### config.mk
export PLATFORM = sky130hd
export DESIGN_NAME = tsm_cell
export DESIGN_NICKNAME = d
export VERILOG_FILES = /design/src/sv/tsm_pkg.sv /design/src/sv/tsm_ram.sv /design/src/sv/tsm_cell.sv
export SDC_FILE = /design/constraint.sdc
export NUM_CORES = 1
export LEC_CHECK = 0
export BUFFER_PORTS_ARGS = -buffer_cell sky130_fd_sc_hd__clkbuf_2
export CORE_MARGIN = 2
export CORE_UTILIZATION = 37
export DETAILED_ROUTE_END_ITERATION = 16
export PLACE_DENSITY = 0.54
export RECOVER_POWER = 25
export SETUP_SLACK_MARGIN = 0.05
export SKIP_CTS_REPAIR_TIMING = 1
export SYNTH_ARGS = -nofsm -noshare
export SYNTH_HDL_FRONTEND = slang
export SYNTH_SLANG_ARGS = --single-unit
### constraint.sdc
create_clock -name clk -period 2.6 [get_ports clk]
set_input_delay 0.26 -clock clk [delete_from_list [all_inputs] [get_ports clk]]
set_output_delay 0.26 -clock clk [all_outputs]
set_load 0.01 [all_outputs]
### src/sv/tsm_pkg.sv
// ============================================================================
// Topic subscription matcher package
// Shared types and constants: transaction payloads, cell commands, cell chain.
// ============================================================================
package tsm_pkg;

	localparam int MAX_SUBS_DEF       = 16;
	localparam int MAX_FILTER_LEN_DEF = 64;

	localparam logic [7:0] CH_HASH  = 8'h23;
	localparam logic [7:0] CH_PLUS  = 8'h2B;
	localparam logic [7:0] CH_SLASH = 8'h2F;

	typedef enum logic [1:0] {
		MODE_SUB   = 2'd0,
		MODE_PUB   = 2'd1,
		MODE_CLOSE = 2'd2,
		MODE_NONE  = 2'd3
	} mode_t;

	typedef enum logic [2:0] {
		K_SUBSCRIBED = 3'd0,
		K_FULL       = 3'd1,
		K_TOO_LONG   = 3'd2,
		K_DELIVER    = 3'd3,
		K_PUB_DONE   = 3'd4,
		K_CLOSE_DONE = 3'd5
	} kind_t;

	typedef struct packed {
		mode_t      mode;
		logic [7:0] conn_id;
		logic [7:0] char_code;
		logic       last_char;
		logic       empty_text;
	} tsm_in_t;

	typedef struct packed {
		kind_t      kind;
		logic [7:0] target_conn;
		logic [4:0] removed_count;
		logic       final_result;
	} tsm_out_t;

	typedef enum logic [3:0] {
		OP_NONE       = 4'd0,
		OP_CLR        = 4'd1,
		OP_FEED       = 4'd2,
		OP_FIN        = 4'd3,
		OP_SUB_START  = 4'd4,
		OP_WRITE      = 4'd5,
		OP_COMMIT     = 4'd6,
		OP_CLOSE_MARK = 4'd7,
		OP_CLOSE_STEP = 4'd8,
		OP_SCAN       = 4'd9
	} cell_op_t;

	typedef struct packed {
		cell_op_t   op;
		logic [7:0] char_code;
		logic [7:0] conn_id;
		logic       scan_hit;
	} cell_cmd_t;

	// rippled from cell 0 upward
	typedef struct packed {
		logic       busy;
		logic       taken;
		logic       sel_hit;
		logic [7:0] sel_owner;
	} chain_t;

endpackage

### src/sv/tsm_ram.sv
// ============================================================================
// Generic single-port-write RAM
// One write port, one read port, registered read data.
// ============================================================================
module tsm_ram #(
	parameter int WIDTH = 8,
	parameter int DEPTH = 64,
	localparam int AW = (DEPTH > 1) ? $clog2(DEPTH) : 1
) (
	input  logic             clk,
	input  logic             wr_en,
	input  logic [AW-1:0]    wr_addr,
	input  logic [WIDTH-1:0] wr_data,
	input  logic [AW-1:0]    rd_addr,
	output logic [WIDTH-1:0] rd_data
);

	logic [WIDTH-1:0] mem_q [DEPTH];

	always_ff @(posedge clk) begin
		if (wr_en) begin
			mem_q[wr_addr] <= wr_data;
		end
		rd_data <= mem_q[rd_addr];
	end

endmodule

### src/sv/tsm_cell.sv
// ============================================================================
// Subscription cell
// Holds one table entry, its filter text and its streaming matcher.
// ============================================================================
module tsm_cell #(
	parameter int MAX_SUBS       = 16,
	parameter int MAX_FILTER_LEN = 64,
	localparam int LW = $clog2(MAX_FILTER_LEN + 1),
	localparam int AW = $clog2(MAX_FILTER_LEN),
	localparam int RW = (MAX_SUBS > 1) ? $clog2(MAX_SUBS) : 1
) (
	input  logic               clk,
	input  logic               arst_n,
	input  tsm_pkg::cell_cmd_t cmd,
	input  logic [LW-1:0]      cmd_len,
	input  logic [RW-1:0]      cmd_rank,
	input  tsm_pkg::chain_t    chain_i,
	output tsm_pkg::chain_t    chain_o
);

	import tsm_pkg::*;

	typedef enum logic [2:0] {
		C_IDLE = 3'b001,
		C_READ = 3'b010,
		C_EVAL = 3'b100
	} cst_t;

	cst_t          st_q, st_d;
	logic          valid_q, valid_d, target_q, target_d, dying_q, dying_d;
	logic [7:0]    owner_q, owner_d, c_q, c_d;
	logic [LW-1:0] len_q, len_d, pos_q, pos_d, pos_inc;
	logic [RW-1:0] rank_q, rank_d;
	logic          dead_q, dead_d, acc_q, acc_d, plus_q, plus_d;
	logic          hit_q, hit_d, after_q, after_d, fin_q, fin_d;
	logic          wr_en, in_range, at_last, my_sel;
	logic [7:0]    rd_data;

	tsm_ram #(.WIDTH(8), .DEPTH(MAX_FILTER_LEN)) u_text (
		.clk     (clk),
		.wr_en   (wr_en),
		.wr_addr (cmd_len[AW-1:0]),
		.wr_data (cmd.char_code),
		.rd_addr (pos_q[AW-1:0]),
		.rd_data (rd_data)
	);

	assign pos_inc  = pos_q + LW'(1);
	assign in_range = pos_q < len_q;
	assign at_last  = pos_inc == len_q;

	always_comb begin
		st_d = st_q; valid_d = valid_q; target_d = target_q; dying_d = dying_q;
		owner_d = owner_q; c_d = c_q; len_d = len_q; pos_d = pos_q; rank_d = rank_q;
		dead_d = dead_q; acc_d = acc_q; plus_d = plus_q; hit_d = hit_q;
		after_d = after_q; fin_d = fin_q;
		wr_en = 1'b0;
		unique case (st_q)
			C_IDLE: begin
				unique case (cmd.op)
					OP_CLR: begin
						pos_d = '0; dead_d = 1'b0; acc_d = 1'b0; plus_d = 1'b0;
					end
					OP_FEED: begin
						c_d = cmd.char_code;
						fin_d = 1'b0;
						if (valid_q && !dead_q && !acc_q) begin
							if (plus_q) begin
								if (cmd.char_code == CH_SLASH) begin
									plus_d = 1'b0; pos_d = pos_inc; after_d = 1'b1;
									st_d = C_READ;
								end
							end else begin
								after_d = 1'b0;
								st_d = C_READ;
							end
						end
					end
					OP_FIN: begin
						fin_d = 1'b1;
						if (!valid_q || dead_q) begin
							hit_d = 1'b0;
						end else if (acc_q) begin
							hit_d = 1'b1;
						end else if (plus_q) begin
							plus_d = 1'b0; pos_d = pos_inc; after_d = 1'b1;
							st_d = C_READ;
						end else begin
							after_d = 1'b0;
							st_d = C_READ;
						end
					end
					OP_SUB_START: target_d = !valid_q && !chain_i.taken;
					OP_WRITE: wr_en = target_q;
					OP_COMMIT: begin
						if (valid_q) begin
							rank_d = rank_q + RW'(1);
						end
						if (target_q) begin
							valid_d = 1'b1; owner_d = cmd.conn_id; len_d = cmd_len;
							rank_d = '0; target_d = 1'b0;
						end
					end
					OP_CLOSE_MARK: begin
						dying_d = valid_q && owner_q == cmd.conn_id;
						if (valid_q && owner_q == cmd.conn_id) begin
							valid_d = 1'b0;
						end
					end
					OP_CLOSE_STEP: begin
						if (valid_q && cmd.scan_hit && rank_q > cmd_rank) begin
							rank_d = rank_q - RW'(1);
						end
					end
					default: ;
				endcase
			end
			C_READ: st_d = C_EVAL;
			C_EVAL: begin
				st_d = C_IDLE;
				after_d = 1'b0;
				if (after_q && in_range && rd_data == CH_SLASH) begin
					if (fin_q) hit_d = 1'b0;
					else pos_d = pos_inc;
				end else if (!in_range) begin
					if (fin_q) hit_d = 1'b1;
					else dead_d = 1'b1;
				end else if (rd_data == CH_HASH) begin
					if (fin_q) hit_d = at_last;
					else if (at_last) acc_d = 1'b1;
					else dead_d = 1'b1;
				end else if (rd_data == CH_PLUS) begin
					// a level wildcard: close it at once when the topic sits on a separator or has ended
					if (fin_q || c_q == CH_SLASH) begin
						pos_d = pos_inc; after_d = 1'b1; st_d = C_READ;
					end else begin
						plus_d = 1'b1;
					end
				end else if (!fin_q && rd_data == c_q) begin
					pos_d = pos_inc;
				end else if (fin_q) begin
					hit_d = 1'b0;
				end else begin
					dead_d = 1'b1;
				end
			end
			default: st_d = C_IDLE;
		endcase
	end

	always_comb begin
		my_sel = ((cmd.op == OP_SCAN) && valid_q && hit_q && rank_q == cmd_rank)
			|| ((cmd.op == OP_CLOSE_STEP) && dying_q && rank_q == cmd_rank);
		chain_o.busy      = chain_i.busy || (st_q != C_IDLE);
		chain_o.taken     = chain_i.taken || !valid_q;
		chain_o.sel_hit   = chain_i.sel_hit || my_sel;
		chain_o.sel_owner = my_sel ? owner_q : chain_i.sel_owner;
	end

	always_ff @(posedge clk or negedge arst_n) begin
		if (!arst_n) begin
			st_q <= C_IDLE; valid_q <= 1'b0; target_q <= 1'b0; dying_q <= 1'b0;
			pos_q <= '0; dead_q <= 1'b0; acc_q <= 1'b0; plus_q <= 1'b0;
			hit_q <= 1'b0; after_q <= 1'b0; fin_q <= 1'b0;
		end else begin
			st_q <= st_d; valid_q <= valid_d; target_q <= target_d; dying_q <= dying_d;
			pos_q <= pos_d; dead_q <= dead_d; acc_q <= acc_d; plus_q <= plus_d;
			hit_q <= hit_d; after_q <= after_d; fin_q <= fin_d;
		end
	end

	always_ff @(posedge clk) begin
		owner_q <= owner_d;
		c_q     <= c_d;
		len_q   <= len_d;
		rank_q  <= rank_d;
	end

endmodule

=== After elaboration in Yosys (flattened, before gate mapping) ===
Memory sizes are Yosys's and may differ from the RTL's. A register that Yosys moved wholly into a read port is not among the register bits.
Cells that the tools add are included.

* Add/subtract/negate cells: 3
* Magnitude comparators: 2
* Equal/unequal tests: 59
* Mux-type cells: 94
* Reduce and logical (&&, ||, !) cells: 44

{| class="wikitable"
|+ Operator list
! operator !! count
|-
| 7-bit two-way mux || 13
|-
| 1-bit two-way mux || 52
|-
| 8-bit by 6-bit == test with 1-bit output (second input constant) || 5
|-
| 4-bit inequality test (second input constant) || 9
|-
| 3-bit inequality test (second input constant) || 11
|-
| 2-bit inequality test (second input constant) || 11
|-
| 7-bit case mux with 3 select lines || 1
|-
| 7-bit AND reduction || 3
|-
| 1-bit case mux with 2 select lines || 9
|-
| 4-bit by 3-bit == test with 1-bit output (second input constant) || 4
|-
| 8-bit == test || 2
|-
| 3-bit two-way mux || 5
|-
| 1-bit logical AND || 14
|-
| 7-bit case mux with 2 select lines || 1
|-
| 13-bit AND reduction || 1
|-
| 4-bit two-way mux || 3
|-
| 2-bit two-way mux || 5
|-
| 5-bit inequality test (second input constant) || 2
|-
| 10-bit AND reduction || 1
|-
| 2-bit nonzero test || 5
|-
| 3-bit case mux with 3 select lines || 1
|-
| 4-bit by 2-bit == test with 1-bit output (second input constant) || 2
|-
| 4-bit == test (second input constant) || 2
|-
| 8-bit two-way mux || 1
|-
| 24 further kinds || 39
|}

* Register bits after elaboration: 46
* RAM bits: 512
* Input bits: 45
* Output and inout bits: 11
* Logic and storage cells: 218
* Memories kept: 1

{| class="wikitable"
|+ Memory list
! name !! words !! width !! rd ports !! clocked after Yosys merged registers in !! wr ports !! line !! source
|-
| u_text.mem_q || 64 || 8 || 1 || 1 || 1 || tsm_ram.sv:18 || <nowiki>logic [WIDTH-1:0] mem_q [DEPTH];</nowiki>
|}

=== Longest topological paths before layout ===
* Depth in word-level cells: 8
* Mapped depth: 13
* Gate-level depth less buffers: 9

=== By module ===
A second synthesis with hierarchy kept.

* Cell total of the unflattened synthesis: 1,274
* Area total of the unflattened synthesis: 23,291.1 sq um

{| class="wikitable"
|+ Modules (own cells, without submodules)
! module !! times used !! cells each !! area an instance (sq um) !! seq. area each (sq um)
|-
| tsm_ram || 1 || 972 || 20,190.6 || 15,534.9
|-
| tsm_cell || 1 || 302 || 3,100.5 || 1,287.5
|}

=== Worst setup path before layout ===
Ideal clock, no wire load.

* Path kind: flip-flop to flip-flop
* Start point: reg st_q[0]
* End point: mem u_text.mem_q[63][0] (enable)
* Library setup time: 370 ps
* Arrival time: 2,163 ps
* Required time: 2,230 ps
* Path slack: 67 ps
* Stages on the path, launching flop included: 7
* Path buffers: 0
* Clock period less this slack: 2,533 ps
* Cells stage by stage: dfstp_2 or3b_1 nor3b_1 nand3_1 nor2_1 nand3_1 nor2_1

* Longest elaborated chain between the ends: 4

{| class="wikitable"
|+ RTL lines
! element !! line !! source
|-
| from (decl) || tsm_cell.sv:29 || <nowiki>cst_t st_q, st_d;</nowiki>
|-
| from (signal assigned) || tsm_cell.sv:166 || <nowiki>st_q <= st_d; valid_q <= valid_d; target_q <= target_d; dying_q <= dying_d;</nowiki>
|-
| 3-bit by 1-bit == test with 1-bit output || tsm_cell.sv:58 || <nowiki>unique case (st_q)</nowiki>
|-
| 1-bit two-way mux || tsm_cell.sv:58 ||
|-
| 1-bit two-way mux || tsm_ram.sv:21 || <nowiki>if (wr_en) begin</nowiki>
|-
| 1-bit two-way mux (not written as such) || tsm_ram.sv:22 || <nowiki>mem_q[wr_addr] <= wr_data;</nowiki>
|-
| to (decl) || tsm_ram.sv:18 ||
|}

Every way passes these cells.

==> results.md <==
* Max cap viols at 5
* RSZ-0062 raised after global routing: true
* Pwr dens at around 740 mW/mm2
* # setup viols final at 0
* CTS Buf Count at between 50 and 60
* Fin crit share at about 100%
* Vias/cell at approximately 5.4
* #FFs+latches synth at around 570
* CP Cell Sequence: ha_4 -> nand4_1 -> nor2_2 -> buf_6 -> mux2_4 -> buf_6
* Detail Route Antenna Nets at 0
* Ys Warns at 0
* Crit Path Category: flop to output port
* Largest net degree at the start of global routing at 66
* WL per Instance at 25.4 um
* Worst path bufs/invs at 2
* Final Max Tran Viols at 330
* Ys async rst share at 3.36%
* CP arrival at between 2 and 2.5 ns
* Die Area at about 0.063 mm2
* Total power at 20.5 mW
* Post-route cell area at approximately 0.027 mm2
* Worst path required time at 2.34 ns
* Gr usage total at 17.5%
* Reg2reg setup slack at approximately 0.090 ns
* Most common cell after layout, fill and taps aside: edfxtp_1
* Final worst slack at 0.0173 ns
* DPL Wire Length at 34.9 mm
* Drc violations at 0
* Synth area leader: edfxtp_1
* Hold_sp: cmd[17]
* Post-synthesis cell count at roughly 1,100
* Via Count at about 12,000
* Minimum clock period after layout at between 2 and 3 ns
* Core area at 0.0606 mm2
* Total congestion overflow at 0
* Hold Crit Endpoint: fin_q
* Placed inst area at 0.0250 mm2
* Synthesized cell area at approximately 0.023 mm2
* Leak at just under 9 nW
* Share of cells above drive strength 1 at between 30% and 40%
* Hold path cells at 4
* Ys flop type: edfxtp_1
* Register area at around 0.017 mm2
* Fin nets at approximately 1,400
* DR iter-0 viols at about 1,200
* # clock sinks at 566
* Initial core utilization at approximately 38%
* Most frequent cells in the layout: 539 x edfxtp_1, 160 x mux4_2, 130 x buf_4, 82 x nor2_1, 63 x clkbuf_16
* Die width at about 250 um
* Initial antenna violation count at 2
* Most used cell, CP: buf_6
* Hold Violations, Final at 0
* Endpoint class of the critical path: output port
* Port Buffers at 55
* Fmax at 0.387 GHz
* Number of global-route vias before repair at about 12,000
* Failing checks: capacitance limit, slew limit
* Worst vdd ir at slightly above 0.0005 V
* Reg2Reg Depth at 7
* R2r startpoint: pos_q[0]
* Post-synth top area share at between 70% and 80%
* Synth area leaders: edfxtp_1 71%, mux4_2 16%, dfrtp_1 2.0%, nor2_1 1.5%, ha_1 0.77%
* Worst-path clk slew at ~0.060 ns
* Post-synth EDFFs at around 540
* CP max FO at 5
* Clock Tree Buf Depth at 3
* Root buffer cell: clkbuf_16
* GP Congestion at 0.785
* Row count at 90
* WL final at approximately 56 mm
* R2R Path End: u_text.rd_data[2]
* Crit path max-delay family: flip-flops
* Final hold slack at between 0.05 and 0.06 ns
* Fill cells at 5,124
* Max H-tree Level at 2
* Worst-Skew Late Latency at slightly above 0.6 ns
* P&R area growth vs syn at 20.8%
* Sum Neg Setup Slack at 0 ns
* Ant. Diodes at 0
* CP max-delay cell: edfxtp_1
* Multi-input logic area at roughly 0.0058 mm2
* CP Launch Type: flop
* CP peak stage delay at a little under 0.5 ns
* Worst-Margin Slew at 1.64 ns
* HP Class: input pin to flop
* Outcome: finished, violations left
* Worst rel slew slack at -9.06%
* Syn nets at 1,189
* Worst slack, placed at -0.0784 ns
* First-pass GRT wire length at a little over 80 mm
* CTS tree: yes
* Synth unique cells at 57
* Seq/Total Area, Yosys at around three quarters
* DRT Pass-1 Iters at 5
* Die height at approximately 250 um
* Avg Inst Size Synth at around 20 um2
* Final Skew at between 0.015 and 0.02 ns
* IO Pins at between 50 and 60
-- worst max path at each step --
stage | to | from | slack, ns | cells after the start
after floorplan | u_text.mem_q[63][0] | st_q[0] | 0.07 | 6
after global placement | u_text.mem_q[53][3] | st_q[0] | -0.06 | 8
after detailed placement | u_text.mem_q[16][6] | st_q[0] | -0.08 | 8
after CTS | chain_o[1] | rank_q[0] | -0.11 | 7
after global routing | chain_o[4] | rank_q[1] | -0.09 | 6
final | chain_o[2] | rank_q[1] | 0.02 | 6
-- power by group --
group | switching [mW] | internal [mW] | total, mW
Sequential | 0.0782 | 10.1 | 10.1
Clock | 3.47 | 4.92 | 8.39
Combinational | 0.956 | 0.970 | 1.93
Total | 4.50 | 15.9 | 20.5
-- routing by layer --
layer	part of all wire, %	wire (um)	vias to the layer above	global-route usage (%)
met5	0.19	105	-	1.08
met4	1.8	1030	4	4.16
met3	6.0	3340	82	3.62
met2	47	26500	344	27.5
met1	45	24900	6294	25.0
li1	-	-	5146	-
-- cells by family after synthesis --
group / after synthesis / synth area share [%]
compound gates: 83 / 2.48
fa+ha+maj: 14 / 0.770
buf+inv: 70 / 1.27
flops: 566 / 74.0
xor+xnor: 22 / 0.847
simple gates: 206 / 4.39
mux: 169 / 16.3
-- synth_stat cells, types with 4 or more instances --
library cell,number
a21oi_1,20
a22oi_1,17
buf_1,14
buf_2,15
clkbuf_1,21
dfrtp_1,18
dfxtp_1,8
edfxtp_1,539
ha_1,14
inv_1,19
mux2_2,8
mux4_2,160
nand2_1,35
nand2b_1,8
nand3_1,15
nand3b_1,4
nand4_1,6
nor2_1,91
nor2b_1,7
nor3_1,4
nor3b_1,6
nor4_1,4
o21ai_0,15
o21ai_1,9
o31ai_2,4
or3_1,4
xnor2_1,19
-- sequential cells by signal, summed over array words and instances (netlist names) --
register and count:
plus_q 1, rank_q 4, c_q 8, st_q 3
target_q 1, len_q 7, u_text.rd_data 8, valid_q 1
pos_q 7, hit_q 1, acc_q 1, dying_q 1
fin_q 1, dead_q 1, after_q 1, owner_q 8
u_text.mem_q 512
-- worst register-to-register path: cells and delay by family (launching register included) --
kind / cells / cell delay (ns)
mux: 2 / 1.08
simple gates: 1 / 0.08
flops: 1 / 0.57
buf+inv: 3 / 0.44
compound gates: 1 / 0.23
-- per-stage QoR --
stage	util, %	std cells
after CTS	44.4	2165
final	45.4	2201
after floorplan	-	1130
after global placement	41.3	2055
after detailed placement	41.3	2055
after global routing	45.4	2201
-- final cells by class --
cell class,instances,area share [%]
multi-input cells,494,21.1
clock buffers,77,5.85
inverters,19,0.260
well taps,782,3.56
clock inverters,33,1.16
repair buffers,230,6.87
flip-flops and latches,566,61.3
Note: power is estimated with default switching activity, not from simulation.
